## src/rtl/xalu_pkg.sv

```systemverilog
`timescale 1ns / 1ps
// shared types, codes and helper functions for the x86 integer alu
// no dependencies
package xalu_pkg;

    localparam int DATA_BITS = 32;
    localparam int DIV_STEPS = DATA_BITS;
    localparam int Q_DEPTH   = 4;
    localparam int Q_PTR_W   = $clog2(Q_DEPTH);
    localparam int Q_CNT_W   = Q_PTR_W + 1;

    typedef logic [3:0] t_kind;
    localparam t_kind K_ADD    = 4'd0;
    localparam t_kind K_ADC    = 4'd1;
    localparam t_kind K_SUB    = 4'd2;
    localparam t_kind K_SBB    = 4'd3;
    localparam t_kind K_CMP    = 4'd4;
    localparam t_kind K_INC    = 4'd5;
    localparam t_kind K_DEC    = 4'd6;
    localparam t_kind K_NEG    = 4'd7;
    localparam t_kind K_MUL    = 4'd8;
    localparam t_kind K_IMUL_W = 4'd9;
    localparam t_kind K_IMUL_T = 4'd10;
    localparam t_kind K_DIV    = 4'd11;
    localparam t_kind K_IDIV   = 4'd12;

    typedef logic [1:0] t_wc;
    localparam t_wc WC_8  = 2'd0;
    localparam t_wc WC_16 = 2'd1;
    localparam t_wc WC_32 = 2'd2;

    // flag bit positions
    localparam int F_CF = 0;
    localparam int F_PF = 1;
    localparam int F_AF = 2;
    localparam int F_ZF = 3;
    localparam int F_SF = 4;
    localparam int F_OF = 5;

    typedef struct packed {
        t_kind                kind;
        t_wc                  width_code;
        logic [DATA_BITS-1:0] dest_value;
        logic [DATA_BITS-1:0] src_value;
        logic [DATA_BITS-1:0] high_value;
        logic [5:0]           flags_in;
    } t_alu_in;

    typedef struct packed {
        logic [DATA_BITS-1:0] result_low;
        logic [DATA_BITS-1:0] result_high;
        logic [5:0]           flags_out;
        logic                 writes_result;
        logic                 writes_high;
        logic                 divide_error;
    } t_alu_out;

    // classified item as it sits in the queue
    typedef struct packed {
        t_kind                kind;
        t_wc                  wc;
        logic [DATA_BITS-1:0] a;
        logic [DATA_BITS-1:0] b;
        logic [DATA_BITS-1:0] h;
        logic [5:0]           fin;
    } t_op;

    function automatic logic [DATA_BITS-1:0] wmask(t_wc wc);
        logic [DATA_BITS-1:0] m;
        unique case (wc)
            WC_8:    m = DATA_BITS'(32'h0000_00FF);
            WC_16:   m = DATA_BITS'(32'h0000_FFFF);
            default: m = '1;
        endcase
        return m;
    endfunction

    function automatic logic msb_of(logic [DATA_BITS-1:0] v, t_wc wc);
        logic s;
        unique case (wc)
            WC_8:    s = v[7];
            WC_16:   s = v[15];
            default: s = v[DATA_BITS-1];
        endcase
        return s;
    endfunction

    function automatic logic [DATA_BITS-1:0] sext_w(logic [DATA_BITS-1:0] v, t_wc wc);
        logic [DATA_BITS-1:0] r;
        unique case (wc)
            WC_8:    r = {{(DATA_BITS-8){v[7]}}, v[7:0]};
            WC_16:   r = {{(DATA_BITS-16){v[15]}}, v[15:0]};
            default: r = v;
        endcase
        return r;
    endfunction

endpackage

```

## src/rtl/xalu_queue.sv

```systemverilog
`timescale 1ns / 1ps
// short queue of classified items between front and back
// depends on xalu_pkg
module xalu_queue (
    input  logic          i_clk,
    input  logic          i_rst_n,
    input  logic          i_valid,
    output logic          o_stall,
    input  xalu_pkg::t_op i_op,
    output logic          o_valid,
    input  logic          i_pop,
    output xalu_pkg::t_op o_op
);
    import xalu_pkg::*;

    t_op                r_mem [Q_DEPTH];
    logic [Q_PTR_W-1:0] r_wr;
    logic [Q_PTR_W-1:0] r_rd;
    logic [Q_CNT_W-1:0] r_count;
    logic               push;

    assign o_stall = (r_count == Q_CNT_W'(Q_DEPTH));
    assign o_valid = (r_count != '0);
    assign o_op    = r_mem[r_rd];
    assign push    = i_valid && !o_stall;

    always_ff @(posedge i_clk) begin
        if (!i_rst_n) begin
            r_wr    <= '0;
            r_rd    <= '0;
            r_count <= '0;
        end else begin
            if (push) begin
                r_wr <= r_wr + Q_PTR_W'(1);
            end
            if (i_pop) begin
                r_rd <= r_rd + Q_PTR_W'(1);
            end
            r_count <= r_count + Q_CNT_W'(push) - Q_CNT_W'(i_pop);
        end
    end

    always_ff @(posedge i_clk) begin
        if (push) begin
            r_mem[r_wr] <= i_op;
        end
    end

endmodule

```

## config.mk

```make
export PLATFORM = sky130hd
export DESIGN_NAME = xalu_queue
export DESIGN_NICKNAME = d
export VERILOG_FILES = /design/src/rtl/xalu_pkg.sv /design/src/rtl/xalu_queue.sv
export SDC_FILE = /design/constraint.sdc
export NUM_CORES = 1
export LEC_CHECK = 0
export BUFFER_PORTS_ARGS = -buffer_cell sky130_fd_sc_hd__buf_4
export CORE_MARGIN = 4
export CORE_UTILIZATION = 50
export CTS_BUF_LIST = sky130_fd_sc_hd__clkbuf_8
export DETAILED_ROUTE_END_ITERATION = 16
export PLACE_DENSITY = 0.74
export SYNTH_ARGS = -nofsm -noshare
export SYNTH_HDL_FRONTEND = slang
export SYNTH_SLANG_ARGS = --single-unit
export TNS_END_PERCENT = 20
```

## constraint.sdc

```tcl
create_clock -name i_clk -period 3.6 [get_ports i_clk]
set_input_delay 0.18 -clock i_clk [delete_from_list [all_inputs] [get_ports i_clk]]
set_output_delay 0.18 -clock i_clk [all_outputs]
set_load 0.005 [all_outputs]
```

==> metrics.md, run 1 <==
| Metric | Value |
|---|---|
| Leak Pwr | `0.00717 uW` |
| DR iter-0 viols | `492` |
| Vias in the first global route | `8599` |
| Syn Inst Count | `a little over 600` |
| Syn nets | `730` |
| GRT Overall Usage | `a little under a fifth` |
| Worst Hold Class | `primary input to register` |
| Clock Skew | `26.0 ps` |
| Clock latency on the worst-skew pair | `between 500 and 600 ps` |
| Hold path start | `i_valid` |
| Share of layout cells above drive strength 1 | `41.6%` |
| Worst Setup End Kind | `primary output` |
| GPL Wtd Cong | `around 0.72` |
| P&R area growth vs syn | `29.5%` |
| Critical Path AT | `between 2000 and 3000 ps` |
| Psw | `2840 uW` |
| GRT overflow | `0` |
| Seq pwr share | `52.7%` |
| DIE WIDTH | `187 um` |
| Register area share after synthesis | `~82%` |
| Clock Sinks | `~440` |
| Placed Cells | `1227` |
| WL/cell | `21.5 um` |
| Mapped Area | `~0.016 mm^2` |
| Register bit total from synthesis | `around 440` |
| Crit-path max FO | `33` |
| RSZ-0062 raised after global routing | `no` |
| Internal power | `slightly above 9000 uW` |
| First-pass detailed-route iteration total | `5` |
| H-tree depth | `3` |
| Remaining DRCs | `0` |
| Worst path required time | `3420 ps` |
| Die Span Y | `roughly 190 um` |
| Worst Setup Start Kind | `register` |
| Hpwl dp | `around 19 mm` |
| FP Rows | `65` |
| Detail Route Antenna Nets | `0` |
| Effective utilization at floorplan | `between 50% and 60%` |
| Reg2Reg Depth | `11` |
| Worst slew pin tran | `about 740 ps` |
| Post CTS Setup Buffer Count | `0` |
| Fmax | `0.374 GHz` |
| First-pass GRT wire length | `between 40 and 50 mm` |
| Filler cell count in the final layout | `about 2000` |
| # IOs | `222` |
| Hold_buf cts | `111` |
| # setup viols final | `0` |
| Initial antenna violation count | `2` |
| Max Cap Violations | `0` |
| Maximum number of pins on one net before global-route repair | `51` |
| Syn avg cell area | `roughly 26 um^2` |
| Logic pwr share | `around 15%` |
| Num CTS Buffers | `72` |
| WL final | `between 30 and 40 mm` |
| Core area | `between 0.03 and 0.04 mm^2` |
| Crit path time final | `between 2000 and 3000 ps` |
| Via count | `around 7800` |
| Max rail drop VDD | `between 0.4 and 0.5 mV` |
| Yosys warns | `0` |
| Hold Violations, Final | `0` |
| Worst reg2reg startpoint | `r_count[1]$_SDFF_PN0_` |
| Cts repair resizes | `0` |
| Clock tree buffer depth | `3` |
| # port buffers | `roughly 220` |
| Slew Viols, Final | `0` |
| CTS tree | `done` |
| Post-Layout Cell Count | `around 1500` |
| Pwr Density | `between 500 and 600 mW/mm^2` |
| Power Total | `~12000 uW` |
| Status | `completed` |
| Vias/cell | `5.32` |
| Setup Crit Path Kind | `register to primary output` |
| Clk slew on worst S/H paths | `around 50 ps` |
| Worst reg2reg endpoint | `r_count[2]$_SDFF_PN0_` |
| Die area | `about 0.035 mm^2` |
| Worst hold path cell count | `3` |
| FF-to-FF setup slack | `about 1000 ps` |
| CTS Root Buffer Type | `clkbuf_8` |
| Unique masters post-synth | `18` |
| Hold EP | `r_wr[0]$_SDFFE_PN0P_` |
| Final #Nets | `1129` |
| Crit share post-route | `between 70 and 80%` |
| Clk network pwr share | `between 30% and 40%` |
| Rel. slew slack | `slightly above 50%` |
| Sw Ratio | `23.6%` |
## cells by family after synthesis
| logic type | count (synthesis) | share of synthesized area (%) |
|---|---|---|
| and+or+nand+nor | 18 | 0.633 |
| DFF | 441 | 82.2 |
| muxes | 110 | 15.3 |
| adders and majority gates | 7 | 0.594 |
| buffers and inverters | 31 | 1.03 |
| xor gates and xnor gates | 4 | 0.219 |
## sequential cells by signal, indices dropped and copies added (netlist names), named ones only
signal / cells
r_wr: 2
r_mem: 432
r_count: 3
r_rd: 2
## Yosys cell counts
library cell,count,area [um^2]
mux4_2,108,2430
xor2_1,1,8.76
nor2b_1,2,12.5
nand2_1,5,18.8
nor3b_1,1,7.51
dfxtp_1,9,180
inv_1,5,18.8
or3_1,1,6.26
clkbuf_1,10,37.5
edfxtp_1,432,13000
buf_6,3,33.8
fa_1,1,20.0
mux2i_1,2,20.0
buf_8,1,15.0
ha_1,6,75.1
xnor2_1,3,26.3
buf_2,12,60.1
and2_1,9,56.3
## layer usage
metal  up-vias  track usage [%]  wire length (um)
met2       284             29.1             15500
li1       3430                -                 -
met3        33             5.24              2320
met4         0             4.61               373
met1      4052             25.4             13200
met5         -                0                 0
## final cells by class
class / instances / area, um^2 / area share (%)
Multi-Input combinational cell: 139 / 2690 / 13.0
Inverter: 5 / 18.8 / 0.0905
Clock inverter: 54 / 320 / 1.55
Clock buffer: 72 / 991 / 4.78
Timing Repair Buffer: 351 / 3040 / 14.7
Sequential cell: 441 / 13200 / 63.5
Tap cell: 402 / 503 / 2.43
Antenna cell: 2 / 5.00 / 0.0241
## cell usage in the layout (no fill, tap or decap), types with 3 or more instances in the layout
cell,n
clkinvlp_4,3
dlygate4sd3_1,111
clkinv_2,7
dfxtp_1,7
clkinv_1,16
mux4_2,108
and2_4,4
nand2_1,5
ha_1,6
clkinv_8,3
buf_4,230
clkbuf_8,72
inv_1,27
xnor2_1,3
edfxtp_1,432
and2_1,5
buf_12,10
## worst max-delay path: stages, from the launching register on
cell,delay (ps)
dfxtp_4,830
buf_4,360
mux4_2,570
buf_4,160
## metrics by stage
stage	setup TNS, ps	setup WS (ps)	util (%)	hold slack [ps]	area, um^2
after detailed placement	0	1070	58.0	383	18300
after global routing	0	711	65.7	137	20700
after global placement	0	1130	58.0	381	18300
final	0	924	65.7	139	20700
after floorplan	-71630	-221	-	279	16000
after CTS	0	831	65.7	98.5	20700
## worst max path at each step
stage | end | cells past startpoint
5_1_grt | o_op[2] | 3
2_1_floorplan | r_mem[3][0]$_DFFE_PP_ | 4
3_3_place_gp | r_count[2]$_SDFF_PN0_ | 11
3_5_place_dp | r_count[2]$_SDFF_PN0_ | 11
6_report | o_op[2] | 3
4_1_cts | o_op[25] | 3
## power by group through the flow
stage	logic (uW)	registers, uW	clock network, uW
after floorplan	841	6430	0
after global placement	1710	6430	0
after detailed placement	1730	6460	0
after CTS	1840	6360	4000
after global routing	1950	6390	4280
final	1810	6350	3890
(Power assumes the default switching activity.)
==> run 2, diff against run 1 <==
Settings changed: PLACE_DENSITY 0.74 to 0.71.
Clock period 3.6 ns to 2.71 ns, I/O delays scaled along.
==> run 2 against run 1 <==
Count of clock-buffer cells in the layout increased by 1. Routed wire length decreased by 2.5%. Total power increased by 34%. Via count decreased by 1.8%. Utilization increased by 0.055 points. Highest routed layer is now met5. First-iteration DRC count decreased by 8.5%. Die area unchanged. Critical path depth increased by 8. Register-to-register slack got worse by 570 ps. Clock skew decreased by 0.51 ps. Clock power increased by 37%. Setup slack got worse by 460 ps.
==> metrics.md, run 2 (same netlist as run 1, synthesis figures left out) <==
| Metric | Value |
|---|---|
| Vias in the first global route | `8479 (was 8599)` |
| Hold Violations, Final | `0 (unchanged)` |
| Max reg flops | `432 (unchanged)` |
| Clk slew on worst S/H paths | `50 ps (about the same)` |
| Worst Setup End Kind | `register (was primary output)` |
| Vias/cell | `5.25 (was 5.32)` |
| Met1 track demand over resource | `23.7% (was 25.4%)` |
| Setup Crit Path Kind | `register to register (was register to primary output)` |
| Status | `completed (unchanged)` |
| Remaining DRCs | `0 (unchanged)` |
| Crit-path max FO | `4 (was 33)` |
| Commonest non-fill, non-tap cell in the layout | `edfxtp_1 (unchanged)` |
| Layer with the highest usage | `met2 (unchanged)` |
| Inserted Diodes | `0 (was 2)` |
| Most frequent cells in the layout | `edfxtp_1 (432), buf_4 (226), dlygate4sd3_1 (111) (was edfxtp_1 (432), buf_4 (230), dlygate4sd3_1 (111))` |
| # setup viols final | `0 (unchanged)` |
| Slew Viols, Final | `0 (unchanged)` |
| Max Cap Violations | `0 (unchanged)` |
| GPL Wtd Cong | `0.699 (was 0.721)` |
| Clock tree buffer depth | `3 (unchanged)` |
| Clock latency on the worst-skew pair | `570 ps (about the same)` |
| Maximum number of pins on one net before global-route repair | `72 (was 51)` |
| Share of layout cells above drive strength 1 | `41.7% (was 41.6%)` |
| Fin area | `0.0207 mm^2 (about the same)` |
| FP Rows | `65 (unchanged)` |
| First-pass GRT wire length | `48.4 mm (was 49.5 mm)` |
| Pwr Density | `778 mW/mm^2 (was 581 mW/mm^2)` |
| DR iter-0 viols | `450 (was 492)` |
| CTS tree | `done (unchanged)` |
| CTS Root Buffer Type | `clkbuf_8 (unchanged)` |
| H-tree depth | `3 (unchanged)` |
| # IOs | `222 (unchanged)` |
| Effective utilization at floorplan | `50.7% (unchanged)` |
| Filler cell count in the final layout | `2071 (was 2056)` |
| First-pass detailed-route iteration total | `4 (was 5)` |
| Grt met2 use | `29.3% (was 29.1%)` |
| Die area | `0.0349 mm^2 (unchanged)` |
| Rel. slew slack | `60.9% (was 50.8%)` |
| RSZ-0062 raised after global routing | `no (unchanged)` |
| # port buffers | `221 (unchanged)` |
| Final design utilization | `65.7% (about the same)` |
| Worst path required time | `3150 ps (was 3420 ps)` |
| WL/cell | `21.0 um (was 21.5 um)` |
| Clock Sinks | `441 (unchanged)` |
| Fmax | `around 0.45 GHz` |
| Core area | `0.0316 mm^2 (unchanged)` |
| Initial antenna violation count | `1 (was 2)` |
| Worst hold path cell count | `4 (was 3)` |
| Critical Path AT | `2680 ps (was 2500 ps)` |
| P&R area growth vs syn | `29.7% (was 29.5%)` |
| Worst Hold Class | `primary input to register (unchanged)` |
| Leak Pwr | `0.00717 uW (about the same)` |
| Worst slew pin tran | `586 ps (was 738 ps)` |
| GRT Overall Usage | `17.7% (was 18.2%)` |
| Worst Setup Start Kind | `register (unchanged)` |
| Hpwl dp | `17.6 mm (was 18.9 mm)` |
| Crit share post-route | `between 80% and 90%` |
| Reg2Reg Depth | `11 (unchanged)` |
| Final #Nets | `1125 (was 1129)` |
| Clock Skew | `25.4 ps (was 26.0 ps)` |
| Met3 Use GR | `4.63% (was 5.24%)` |
| Biggest regs | `r_mem: 432 flops, r_count: 3 flops (unchanged)` |
| WL final | `30.7 mm (was 31.5 mm)` |
| GRT overflow | `0 (unchanged)` |
| Biggest register | `r_mem (unchanged)` |
| Max rail drop VDD | `0.481 mV (was 0.435 mV)` |
| Via count | `7661 (was 7799)` |
| DIE WIDTH | `187 um (unchanged)` |
| DP Area | `0.0183 mm^2 (about the same)` |
| Die Span Y | `187 um (unchanged)` |
| Crit path time final | `2250 ps` |
| Num CTS Buffers | `71 (was 72)` |
| Detail Route Antenna Nets | `0 (unchanged)` |
==> run 2: changes by cell type in the layout (fill, tap and decap cells not counted), moves of 2 or more <==
cell,previous run,this run
buf_4,230,226
clkinv_8,3,0
bufinv_16,2,4
clkinvlp_4,3,1
diode_2,2,0
inv_1,27,25
inv_6,0,2
==> run 2: critical path, cell delays in order, from the launching register on <==
cell and delay (ps):
dfxtp_1 350, nor3b_1 320, nor2b_1 110, inv_1 70, ha_1 210, inv_1 50
ha_1 130, inv_1 50, fa_1 400, xnor2_1 150, xnor2_1 120, and2_1 150
==> run 2: power by group <==
group	leakage (uW)	internal, uW	total [uW]	switching [uW]
clock	0.000764	2900	5340	2440
sequential	0.00403	8240	8410	168
combinational	0.00238	1280	2380	1100
total	0.00717	12400	16100	3710
==> run 2: layout make-up <==
type                    instances  area, um^2  area share, %
flip-flops and latches        441       13200           63.4
repair buffers                348        3030           14.6
multi-input cells             139        2690           13.0
clock buffers                  73        1000           4.84
well taps                     402         503           2.42
clock inverters                52         339           1.63
inverters                       5        18.8         0.0905
==> run 2: routing by layer <==
metal,up-vias,share of wire (%)
met2,268,51
met4,2,1.5
met3,43,6.2
li1,3421,-
met1,3927,41
met5,-,0.042
==> run 2: worst paths after layout <==
path              slack, ps                  start                     to
hold reg to reg         500   r_wr[1]$_SDFFE_PN0P_   r_wr[1]$_SDFFE_PN0P_
setup reg to reg        460  r_count[1]$_SDFF_PN0_  r_count[2]$_SDFF_PN0_
setup / recovery        460  r_count[1]$_SDFF_PN0_  r_count[2]$_SDFF_PN0_
hold / removal          140                i_valid   r_wr[1]$_SDFFE_PN0P_
==> run 2: through the flow <==
stage	setup slack (ps)	total power (uW)	hold slack [ps]	cells	setup TNS (ps)
6_report	464	16100	145	1460	0
4_1_cts	399	16400	103	1460	0
2_1_floorplan	-1110	9660	234	611	-359990
5_1_grt	276	16900	134	1460	0
3_3_place_gp	572	10800	337	1224	0
3_5_place_dp	469	10800	338	1224	0
==> run 2: repair_timing <==
action / in CTS / in global routing
gates resized for setup: 0 / 0
hold buffers: 111 / 0
hold endpoints to repair: 441 / 0
buffers inserted: 0 / 0
