**config.mk**
```make
export PLATFORM = sky130hd
export DESIGN_NAME = xalu_front
export DESIGN_NICKNAME = d
export VERILOG_FILES = /design/src/rtl/xalu_pkg.sv /design/src/rtl/xalu_front.sv
export SDC_FILE = /design/constraint.sdc
export NUM_CORES = 1
export LEC_CHECK = 0
export ABC_AREA = 0
export ABC_CLOCK_PERIOD_IN_PS = 10000
export BUFFER_PORTS_ARGS = -buffer_cell sky130_fd_sc_hd__buf_4
export CAP_MARGIN = 20
export CELL_PAD_IN_SITES_DETAIL_PLACEMENT = 1
export CELL_PAD_IN_SITES_GLOBAL_PLACEMENT = 1
export CORE_MARGIN = 5
export CORE_UTILIZATION = 36
export CTS_CLUSTER_DIAMETER = 80
export DETAILED_ROUTE_END_ITERATION = 6
export PLACE_DENSITY_LB_ADDON = 0.1
export SETUP_SLACK_MARGIN = 0.4
export SYNTH_ARGS = -nofsm -noshare
export SYNTH_HDL_FRONTEND = slang
export SYNTH_SLANG_ARGS = --single-unit
```
**constraint.sdc**
```tcl
create_clock -name i_clk -period 10 [get_ports i_clk]
set_input_delay 0.5 -clock i_clk [delete_from_list [all_inputs] [get_ports i_clk]]
set_output_delay 0.5 -clock i_clk [all_outputs]
set_load 0.005 [all_outputs]
```
**src/rtl/xalu_pkg.sv**
```systemverilog
`timescale 1ns / 1ps
// shared types, codes and helper functions for the x86 integer alu
// no dependencies
package xalu_pkg;

    localparam int DATA_BITS = 32;
    localparam int DIV_STEPS = DATA_BITS;
    localparam int Q_DEPTH   = 4;
    localparam int Q_PTR_W   = $clog2(Q_DEPTH);
    localparam int Q_CNT_W   = Q_PTR_W + 1;

    typedef logic [3:0] t_kind;
    localparam t_kind K_ADD    = 4'd0;
    localparam t_kind K_ADC    = 4'd1;
    localparam t_kind K_SUB    = 4'd2;
    localparam t_kind K_SBB    = 4'd3;
    localparam t_kind K_CMP    = 4'd4;
    localparam t_kind K_INC    = 4'd5;
    localparam t_kind K_DEC    = 4'd6;
    localparam t_kind K_NEG    = 4'd7;
    localparam t_kind K_MUL    = 4'd8;
    localparam t_kind K_IMUL_W = 4'd9;
    localparam t_kind K_IMUL_T = 4'd10;
    localparam t_kind K_DIV    = 4'd11;
    localparam t_kind K_IDIV   = 4'd12;

    typedef logic [1:0] t_wc;
    localparam t_wc WC_8  = 2'd0;
    localparam t_wc WC_16 = 2'd1;
    localparam t_wc WC_32 = 2'd2;

    // flag bit positions
    localparam int F_CF = 0;
    localparam int F_PF = 1;
    localparam int F_AF = 2;
    localparam int F_ZF = 3;
    localparam int F_SF = 4;
    localparam int F_OF = 5;

    typedef struct packed {
        t_kind                kind;
        t_wc                  width_code;
        logic [DATA_BITS-1:0] dest_value;
        logic [DATA_BITS-1:0] src_value;
        logic [DATA_BITS-1:0] high_value;
        logic [5:0]           flags_in;
    } t_alu_in;

    typedef struct packed {
        logic [DATA_BITS-1:0] result_low;
        logic [DATA_BITS-1:0] result_high;
        logic [5:0]           flags_out;
        logic                 writes_result;
        logic                 writes_high;
        logic                 divide_error;
    } t_alu_out;

    // classified item as it sits in the queue
    typedef struct packed {
        t_kind                kind;
        t_wc                  wc;
        logic [DATA_BITS-1:0] a;
        logic [DATA_BITS-1:0] b;
        logic [DATA_BITS-1:0] h;
        logic [5:0]           fin;
    } t_op;

    function automatic logic [DATA_BITS-1:0] wmask(t_wc wc);
        logic [DATA_BITS-1:0] m;
        unique case (wc)
            WC_8:    m = DATA_BITS'(32'h0000_00FF);
            WC_16:   m = DATA_BITS'(32'h0000_FFFF);
            default: m = '1;
        endcase
        return m;
    endfunction

    function automatic logic msb_of(logic [DATA_BITS-1:0] v, t_wc wc);
        logic s;
        unique case (wc)
            WC_8:    s = v[7];
            WC_16:   s = v[15];
            default: s = v[DATA_BITS-1];
        endcase
        return s;
    endfunction

    function automatic logic [DATA_BITS-1:0] sext_w(logic [DATA_BITS-1:0] v, t_wc wc);
        logic [DATA_BITS-1:0] r;
        unique case (wc)
            WC_8:    r = {{(DATA_BITS-8){v[7]}}, v[7:0]};
            WC_16:   r = {{(DATA_BITS-16){v[15]}}, v[15:0]};
            default: r = v;
        endcase
        return r;
    endfunction

endpackage

```
**src/rtl/xalu_front.sv**
```systemverilog
`timescale 1ns / 1ps
// front stage: accepts items, normalizes width and masks operands
// depends on xalu_pkg
module xalu_front (
    input  logic              i_clk,
    input  logic              i_rst_n,
    input  logic              i_valid,
    output logic              o_stall,
    input  xalu_pkg::t_alu_in i_item,
    output logic              o_valid,
    input  logic              i_stall,
    output xalu_pkg::t_op     o_op
);
    import xalu_pkg::*;

    logic                 r_valid;
    t_op                  r_op;
    t_op                  n_op;
    logic [DATA_BITS-1:0] m;

    always_comb begin
        n_op.kind = i_item.kind;
        // unused width code runs as full width
        n_op.wc   = (i_item.width_code == WC_8 || i_item.width_code == WC_16) ?
                    i_item.width_code : WC_32;
        m         = wmask(n_op.wc);
        n_op.a    = i_item.dest_value & m;
        n_op.b    = i_item.src_value & m;
        n_op.h    = i_item.high_value & m;
        n_op.fin  = i_item.flags_in;
    end

    assign o_stall = r_valid && i_stall;
    assign o_valid = r_valid;
    assign o_op    = r_op;

    always_ff @(posedge i_clk) begin
        if (!i_rst_n) begin
            r_valid <= 1'b0;
        end else if (!o_stall) begin
            r_valid <= i_valid;
        end
    end

    always_ff @(posedge i_clk) begin
        if (!o_stall && i_valid) begin
            r_op <= n_op;
        end
    end

endmodule

```
==> results of run 1 <==
## flip-flops by register name, summed over array words and instances (netlist names)
register,cells
o_op,108
o_valid,1
## layout make-up
class	count	area (µm²)
multi-input cells	77	490
flip-flops and latches	109	3260
repair buffers	222	1670
well taps	136	170
clock inverters	5	28.8
clock buffers	10	128
fillers	1063	4530
## cells by family after synthesis
group	synth area share (%)
buffers and inverters	1.06
and+or+nand+nor	12.6
DFF	86.2
AOI/OAI and AO/OA	0.198
## worst paths after layout
check	to	slack, ns	cells past startpoint
max	o_op[73]	7.41	3
max reg2reg	o_op[73]	7.41	3
min	o_op[107]	0.31	1
min reg2reg	o_valid	0.69	2
## where the power goes
part | total (µW) | switching (µW) | internal (µW)
combinational | 108 | 40.9 | 66.7
clock | 229 | 141 | 87.9
sequential | 545 | 8.12 | 537
total | 882 | 190 | 691
## routing by layer
layer / part of all wire, % / track usage (%)
met3: 11 / 6.68
met5: 0 / 0
met1: 36 / 17.3
met4: 1.1 / 5.77
met2: 52 / 26.6
## metrics by stage
| stage | worst slack (ns) | util [%] | cells | hold slack [ns] | power, µW |
|---|---|---|---|---|---|
| floorplan | 3.93 | - | 194 | 0.599 | 584 |
| global placement | 7.11 | 54.4 | 544 | 0.655 | 662 |
| detailed placement | 7.05 | 54.4 | 544 | 0.678 | 666 |
| CTS | 7.36 | 55.9 | 559 | 0.282 | 893 |
| global route | 7.20 | 55.9 | 559 | 0.277 | 926 |
| finish | 7.41 | 55.9 | 559 | 0.306 | 882 |
## layout by cell type (no fill, tap or decap), drive strengths merged
master and instances:
and2 49, buf 222, clkbuf 10, clkinv 4
clkinvlp 1, dfxtp 1, edfxtp 108, nor2 1
nor2b 26, o21a 1
## critical path, cell delays in order, from the launching register on
cell     delay [ns]
dfxtp_1        0.32
and2_1         0.18
nor2b_4        0.80
buf_4          0.85
## synthesized netlist by cell type
cell type	count
nor2b_1	26
edfxtp_1	108
clkbuf_1	4
nor2_2	1
and2_1	49
dfxtp_1	1
o21a_1	1
buf_4	2
buf_2	2
==> summary.md, run 1 <==
| Metric | Value |
|---|---|
| Tot GR Track Use | ~16% |
| Share of cells above drive strength 1 | between 50% and 60% |
| Final worst path period need | around 2.6 ns |
| Mapped Avg Cell Area | roughly 20 µm² |
| Worst setup SP type | flip-flop |
| Critical path class | flip-flop to flip-flop |
| CTS Buffer Depth | 2 |
| Max Freq | approximately 390 MHz |
| Worst vdd ir | between 0.05 and 0.06 mV |
| Vias in the first global route | 2586 |
| Status | finished, final reports clean |
| Final instance area | between 5000 and 6000 µm² |
| # clock sinks | around 110 |
| Ant. Diodes | 0 |
| Synth area leader | edfxtp_1 |
| Leakage | between 0.002 and 0.0025 µW |
| Post-CTS Setup Inserts | 0 |
| Tcrit/Tclk final | between 20% and 30% |
| MaxCap Viol Count | 0 |
| Largest net degree at the start of global routing | 73 |
| Element type at the critical path end | flip-flop |
| Worst hold start | i_item[107] |
| Area of the core | 10300 µm² |
| DRT antenna net count | 0 |
| First-pass detailed-route iteration total | 6 |
| Crit-path max FO | between 70 and 80 |
| R2R Path Start | o_valid |
| Wire per inst | ~18 µm |
| Worst Setup SP | o_valid |
| DP Area | approximately 5600 µm² |
| Die area | between 10000 and 15000 µm² |
| Starting Density | between 30% and 40% |
| First-pass GRT wire length | 14900 µm |
| Worst-path clk slew | 0.10 ns |
| Die Wd | 113 µm |
| H-tree levels | 3 |
| Worst setup skew after layout | 0.00973 ns |
| DPL Wire Length | 7740 µm |
| Resized Gates After CTS | 0 |
| Port bufs | 221 |
| Final Setup Violations | 0 |
| Sequential element share of the synthesized area | 86.2% |
| Std cell rows | 37 |
| DRC viols | 0 |
| Slew @ Worst Pin | 1.02 ns |
| Yosys warnings | 0 |
| HP Class | input pin to flip-flop |
| Initial antenna violation count | 0 |
| Worst Path Arrival | ~2.6 ns |
| Slew HR | 31.8% |
| Final wirelength | between 10000 and 15000 µm |
| Cells after Synth | just under 200 |
| DRT iter0 DRCs | roughly 120 |
| Top Ports | around 220 |
| Unique masters post-synth | 9 |
| Synthesized netlist net count | 306 |
| NumNets Final | about 530 |
| Syn Std Cell Area | 3790 µm² |
| Leading post-synthesis cells by cell area | edfxtp_1 (86%), and2_1 (8.1%), nor2b_1 (4.3%), dfxtp_1 (0.53%), buf_4 (0.40%) |
| RSZ-0062 raised after global routing | no |
| PwrDens | 153 nW/µm² |
| Post-synthesis register bit count | 109 |
| Die H | between 100 and 150 µm |
| P&R area growth vs syn | 51.8% |
| Share of Yosys cell area claimed by the top area cell type | 85.7% |
| CTS buffer count | 9 |
| Placer Congestion | 0.744 |
| CTS Root Cell | clkbuf_8 |
| Vias | 2460 |
| Endpoints failing hold | 0 |
| Fin. max-slew vios | 0 |
| Clock Latency Late Sink | ~0.36 ns |
| Congestion Overflow GR | 0 |
| Setup tns final | 0 ns |
| Via/cell ratio | ~4.4 |
| CP required | 9.99 ns |
| CTS tree | done |
| Hold-fix buffers, CTS | 0 |
Note: power is estimated with default switching activity, not from simulation.
==> run 2: changes to the inputs <==
ABC_AREA = 1   (was 0)
ABC_CLOCK_PERIOD_IN_PS = 2210   (was 10000)
CORE_UTILIZATION = 30   (was 36)
clock period = 2.21 ns   (was 10 ns; I/O delays follow)
==> run 2 against run 1 <==
Count of clock-buffer cells in the layout decreased by 1. Critical path depth up 1. Design area rose by 12%. Sequential power rose to 4.5 times the previous value. Fmax is 68% higher. Wire length grew 14%. Utilization shrank 6.8 points. Setup slack lost 6.7 ns. Combinational power rose to 5.4 times the previous value. Register-to-register slack worse by 6.7 ns.
==> summary.md, run 2 <==
| Metric | Value |
|---|---|
| Commonest register cell after synthesis | edfxtp_1 |
| PwrDens | about 700 nW/µm² |
| Seq pwr share | a little over half |
| Worst hold start | i_item[95] |
| Die area | 15600 µm² |
| Share of Yosys cell area claimed by the top area cell type | a little over 80% |
| Worst-path clk slew | roughly 0.070 ns |
| Worst vdd ir | 0.390 mV |
| Vias in the first global route | between 3k and 4k |
| RSZ-0062 raised after global routing | no |
| Most frequent cells in the layout | buf_4 (222), edfxtp_1 (108), inv_1 (75) |
| DPL Wire Length | around 8500 µm |
| Die H | roughly 120 µm |
| Starting Density | 30.2% |
| Endpoints failing hold | 0 |
| Largest net degree at the start of global routing | 52 |
| Fin. max-slew vios | 0 |
| Final worst path period need | roughly 1.5 ns |
| Most frequent cells after synthesis | edfxtp_1 (108), inv_1 (76), nand2_1 (49) |
| Synthesized netlist net count | about 380 |
| Leakage | roughly 0.0031 µW |
| Cells after Synth | 271 |
| Congestion Overflow GR | 0 |
| Port bufs | 221 |
| DRC viols | 0 |
| Std cell rows | 42 |
| Critical path class | flip-flop to flip-flop |
| P_sw | slightly below 1000 µW |
| Tcrit/Tclk final | between 60% and 70% |
| R2R Path Start | o_valid |
| Syn Std Cell Area | around 4000 µm² |
| Sequential element share of the synthesized area | approximately 83% |
| Yosys warnings | 0 |
| Share of cells above drive strength 1 | 45.6% |
| Max reg flops | between 100 and 150 |
| CTS buffer count | 9 |
| Crit-path max FO | 15 |
| Worst Setup SP | o_valid |
| Unique masters post-synth | 12 |
| Sw Share | a little over a fifth |
| Vias | approximately 2.9k |
| # clock sinks | between 100 and 150 |
| DRT iter0 DRCs | approximately 130 |
| First-pass detailed-route iteration total | 4 |
| Synth area leader | edfxtp_1 |
| CTS Root Cell | clkbuf_16 |
| Worst Path Arrival | approximately 1.6 ns |
| Ant. Diodes | 0 |
| R2r setup slk | slightly below 0.7 ns |
| Post-synth EDFFs | 108 |
| Max Freq | ~650 MHz |
| Reg2reg end | o_op[1] |
| Post-synthesis async set-or-reset flop share | 0% |
| Final wirelength | 11400 µm |
| Worst setup SP type | flip-flop |
| Slew @ Worst Pin | 0.582 ns |
| Total power | between 4000 and 5000 µW |
| Mapped Avg Cell Area | 14.6 µm² |
| Fin util | between 40 and 50% |
| CTS Buffer Depth | 2 |
| Area of the core | between 10000 and 15000 µm² |
| Post-synthesis register bit count | 109 |
| Tot GR Track Use | between 10 and 15% |
| Post-CTS Setup Inserts | 0 |
| P&R area growth vs syn | 62.7% |
| Top Ports | roughly 220 |
| Leading post-synthesis cells by cell area | edfxtp_1 (82%), inv_1 (7.2%), nand2_1 (4.7%), nor2_1 (2.5%), buf_6 (0.86%) |
| CP required | ~2.3 ns |
| First-pass GRT wire length | 17500 µm |
| CTS tree | done |
| DRT antenna net count | 0 |
| Most common cell after layout, fill and taps aside | buf_4 |
| MaxCap Viol Count | 0 |
| Final Setup Violations | 0 |
| Clock Latency Late Sink | 0.34 ns |
| Worst setup skew after layout | ~0.0044 ns |
| Clock power frac | approximately 32% |
| Comb pwr share | 12.9% |
| Element type at the critical path end | flip-flop |
| Placer Congestion | 0.768 |
| Die Wd | 125 µm |
| P_int | 3530 µW |
| Initial antenna violation count | 1 |
| NumNets Final | between 600 and 700 |
| Setup crit end | o_op[1] |
| Slew HR | 61.2% |
| Status | finished, final reports clean |
| Via/cell ratio | 4.04 |
| R2R depth | 4 |
| H-tree levels | 3 |
| Most common cell in the synthesized netlist | edfxtp_1 |
| HP Class | input pin to flip-flop |
| Wire per inst | 16.0 µm |
-- run 2: worst min-delay path by stage --
stage                to  slack (ns)  cells after the start
2_1_floorplan   o_op[0]        0.21                      0
3_3_place_gp    o_op[4]        0.29                      1
3_5_place_dp   o_op[40]        0.29                      1
4_1_cts        o_op[66]       0.002                      3
5_1_grt        o_op[58]        0.01                      3
6_report       o_op[95]        0.02                      3
-- run 2: through the flow --
| step | cell area [µm²] | setup WS (ns) | std cells | hold WS, ns | TNS (ns) |
|---|---|---|---|---|---|
| floorplan | 3960 | -0.239 | 271 | 0.209 | -25.83 |
| global placement | 5810 | 0.672 | 663 | 0.289 | 0 |
| detailed placement | 5810 | 0.660 | 663 | 0.290 | 0 |
| CTS | 6430 | 0.643 | 713 | 0.00173 | 0 |
| global route | 6430 | 0.568 | 713 | 0.0134 | 0 |
| finish | 6430 | 0.674 | 713 | 0.0224 | 0 |
-- run 2: power groups by stage --
stage	Combinational [µW]	Clock, µW	Sequential, µW
after floorplan	123	0	2530
after global placement	529	0	2510
after detailed placement	542	0	2510
after CTS	596	1530	2470
after global routing	637	1610	2480
final	582	1460	2470
-- run 2: routing by layer --
metal	routed length (µm)	up-vias	track usage, %
met4	229	2	5.93
li1	-	1371	-
met5	18	-	0
met1	4120	1358	16.2
met3	1090	17	5.40
met2	5980	130	25.9
-- run 2: cell type report --
class,count,area [µm²]
Fill cell,1396,6660
Clock buffer,9,225
Clock inverter,6,40.0
Sequential cell,109,3260
Timing Repair Buffer,260,2080
Multi-Input combinational cell,77,317
Inverter,76,285
Tap cell,176,220
-- run 2: logic make-up after synthesis --
kind of cell           share of synthesized area [%]
AOI/OAI and AO/OA                              0.127
buffers and inverters                           9.63
DFF                                             82.6
and+or+nand+nor                                 7.63
-- run 2: what timing repair did --
item                                   CTS  global route
gates resized for setup                  0             0
endpoints found under the hold margin   35             0
hold buffers                            35             0
-- run 2: worst max-delay path, stage by stage (launching register included) --
cell and delay, ns:
dfxtp_2 0.33, nand2_2 0.07, inv_2 0.05, nor2_4 0.44
buf_4 0.33
==> run 3: changes to the inputs <==
ABC_CLOCK_PERIOD_IN_PS = 1400   (was 2210)
clock period = 1.4 ns   (was 2.21 ns; I/O delays follow)
==> run 3 against run 2 <==
The run now ends with hold timing left. Flip-flop and latch count unchanged. Via count increased by 6.5%. Combinational power increased by 87%. Highest routed layer is now met4.
==> summary.md, run 3 (synthesis gave the netlist of run 2 again) <==
| Metric | Value |
|---|---|
| Status | finished with violations |
| Failing checks | hold timing |
| Max Freq | just over 800 MHz |
| Worst-path clk slew | roughly 0.08 ns |
| Most common cell after layout, fill and taps aside | buf_4 |
| CTS buffer count | 9 |
| Via/cell ratio | 3.99 |
| Wire per inst | about 16 µm |
| Hold-fix buffers, CTS | 78 |
| Worst hold start | i_stall |
| Hold EP | o_valid |
| Slew @ Worst Pin | between 0.4 and 0.5 ns |
| DRT iter0 DRCs | between 100 and 150 |
| CP required | 1.46 ns |
| Clock Latency Late Sink | between 0.3 and 0.4 ns |
| MaxCap Viol Count | 0 |
| Final Setup Violations | 0 |
| Tcrit/Tclk final | ~86% |
| Final worst path period need | approximately 1.2 ns |
| Share of cells above drive strength 1 | 43.4% |
| DRC viols | 0 |
| P&R area growth vs syn | 79.5% |
| Die Wd | roughly 120 µm |
| Leakage | roughly 0.0034 µW |
| Initial antenna violation count | 0 |
| Congestion Overflow GR | 0 |
| Reg2reg end | o_op[3] |
| Fillers | 1328 |
| R2r setup slk | 0.20 ns |
| R2R depth | 5 |
| CTS Buffer Depth | 2 |
| Port bufs | between 200 and 250 |
| Hold Path Depth | 3 |
| DPL Wire Length | 8630 µm |
| Worst setup skew after layout | between 0.008 and 0.009 ns |
| H-tree levels | 3 |
| Std cell rows | 42 |
| Final wirelength | about 12000 µm |
| Tot GR Track Use | around 16% |
| Worst path slowest cell | dfxtp_2 |
| CP Cell Sequence | nand2_2, inv_2, nor2_4, buf_12, buf_12 |
| WHS | -0.0107 ns |
| Max incr delay on CP | roughly 0.33 ns |
| First-pass detailed-route iteration total | 4 |
| PwrDens | 1100 nW/µm² |
| Endpoints failing hold | 1 |
| Element type at the critical path end | flip-flop |
| Worst vdd ir | between 0.4 and 0.5 mV |
| Total power | about 7800 µW |
| Vias in the first global route | approximately 3.4k |
| RSZ-0062 raised after global routing | yes |
| First-pass GRT wire length | approximately 19000 µm |
| Ant. Diodes | 0 |
| CTS Root Cell | clkbuf_16 |
| CTS tree | done |
| Critical Path Most Common Cell | buf_12 |
| Die H | roughly 120 µm |
| Slew HR | between 60% and 70% |
| NumNets Final | between 600 and 700 |
| Most frequent cells in the layout | buf_4 (225), edfxtp_1 (108), dlygate4sd3_1 (78) |
| Setup Slack @ Placement | 0.162 ns |
| Die area | around 16000 µm² |
| Worst setup margin | about 0.20 ns |
| Top Ports | 222 |
| Fin. max-slew vios | 0 |
| Vias | between 3k and 4k |
| Max reg flops | approximately 110 |
| Crit-path max FO | 16 |
| Starting Density | a little under a third |
| R2R Path Start | o_valid |
| Worst setup SP type | flip-flop |
| Worst Path Arrival | 1.26 ns |
| Largest net degree at the start of global routing | 40 |
| Placer Congestion | ~0.75 |
| Fin util | between 50% and 60% |
| Area of the core | ~13000 µm² |
| DRT antenna net count | 0 |
| Critical path class | flip-flop to flip-flop |
| # clock sinks | 109 |
| HP Class | input pin to flip-flop |
run 3: cell types whose count changed in the layout (fill, tap and decap cells not counted), moves of 2 or more:
| cell | previous run | this run |
|---|---|---|
| buf_12 | 3 | 7 |
| buf_4 | 222 | 225 |
| buf_6 | 0 | 3 |
| bufinv_16 | 0 | 2 |
| clkinv_2 | 3 | 0 |
| dlygate4sd3_1 | 35 | 78 |
| inv_8 | 0 | 2 |
run 3: area by class of cell:
type	instances	area, µm²	area share (%)
Sequential cell	109	3260	46.0
Inverter	76	285	4.02
Clock inverter	7	108	1.52
Timing Repair Buffer	314	2670	37.7
Tap cell	176	220	3.11
Multi-Input combinational cell	77	317	4.46
Clock buffer	9	225	3.18
run 3: layer usage:
metal | share of wire, % | global-route usage (%) | vias up | wire length, µm
met1 | 37 | 16.9 | 1447 | 4480
met4 | 1.4 | 5.42 | 0 | 166
met2 | 54 | 28.5 | 127 | 6550
met5 | 0 | 0 | - | 0
li1 | - | - | 1479 | -
met3 | 7.8 | 4.59 | 11 | 953
run 3: how the worst max path moves through the flow:
| stage | end | slack [ns] | cells after the start | start |
|---|---|---|---|---|
| 2_1_floorplan | o_op[0] | -1.05 | 3 | o_valid |
| 3_3_place_gp | o_op[74] | 0.17 | 5 | o_valid |
| 3_5_place_dp | o_op[76] | 0.16 | 5 | o_valid |
| 4_1_cts | o_op[105] | 0.19 | 5 | o_valid |
| 5_1_grt | o_op[7] | 0.13 | 5 | o_valid |
| 6_report | o_op[3] | 0.20 | 5 | o_valid |
run 3: where the power goes:
group | internal, µW | switching [µW]
Clock | 1600 | 1190
Sequential | 3830 | 63.3
Combinational | 682 | 411
Total | 6120 | 1670
run 3: worst max-delay path: cells and delay by family (launching register included):
kind / cells / cell delay [ns]
buffers and inverters: 3 / 0.37
flip-flops: 1 / 0.33
AND/OR/NAND/NOR: 2 / 0.21
run 3: stage by stage:
step / instance area [µm²] / std cells / setup TNS (ns)
after floorplan: 3960 / 271 / -113.31
after global placement: 5910 / 669 / 0
after detailed placement: 5910 / 669 / 0
after CTS: 7080 / 767 / 0
after global routing: 7090 / 768 / 0
final: 7090 / 768 / 0
run 3: timing repair:
action	in CTS	in global routing
resized for setup	2	2
cloned	1	0
endpoints found under the hold margin	78	1
endpoints found under the setup margin	110	112
buffers inserted	3	1
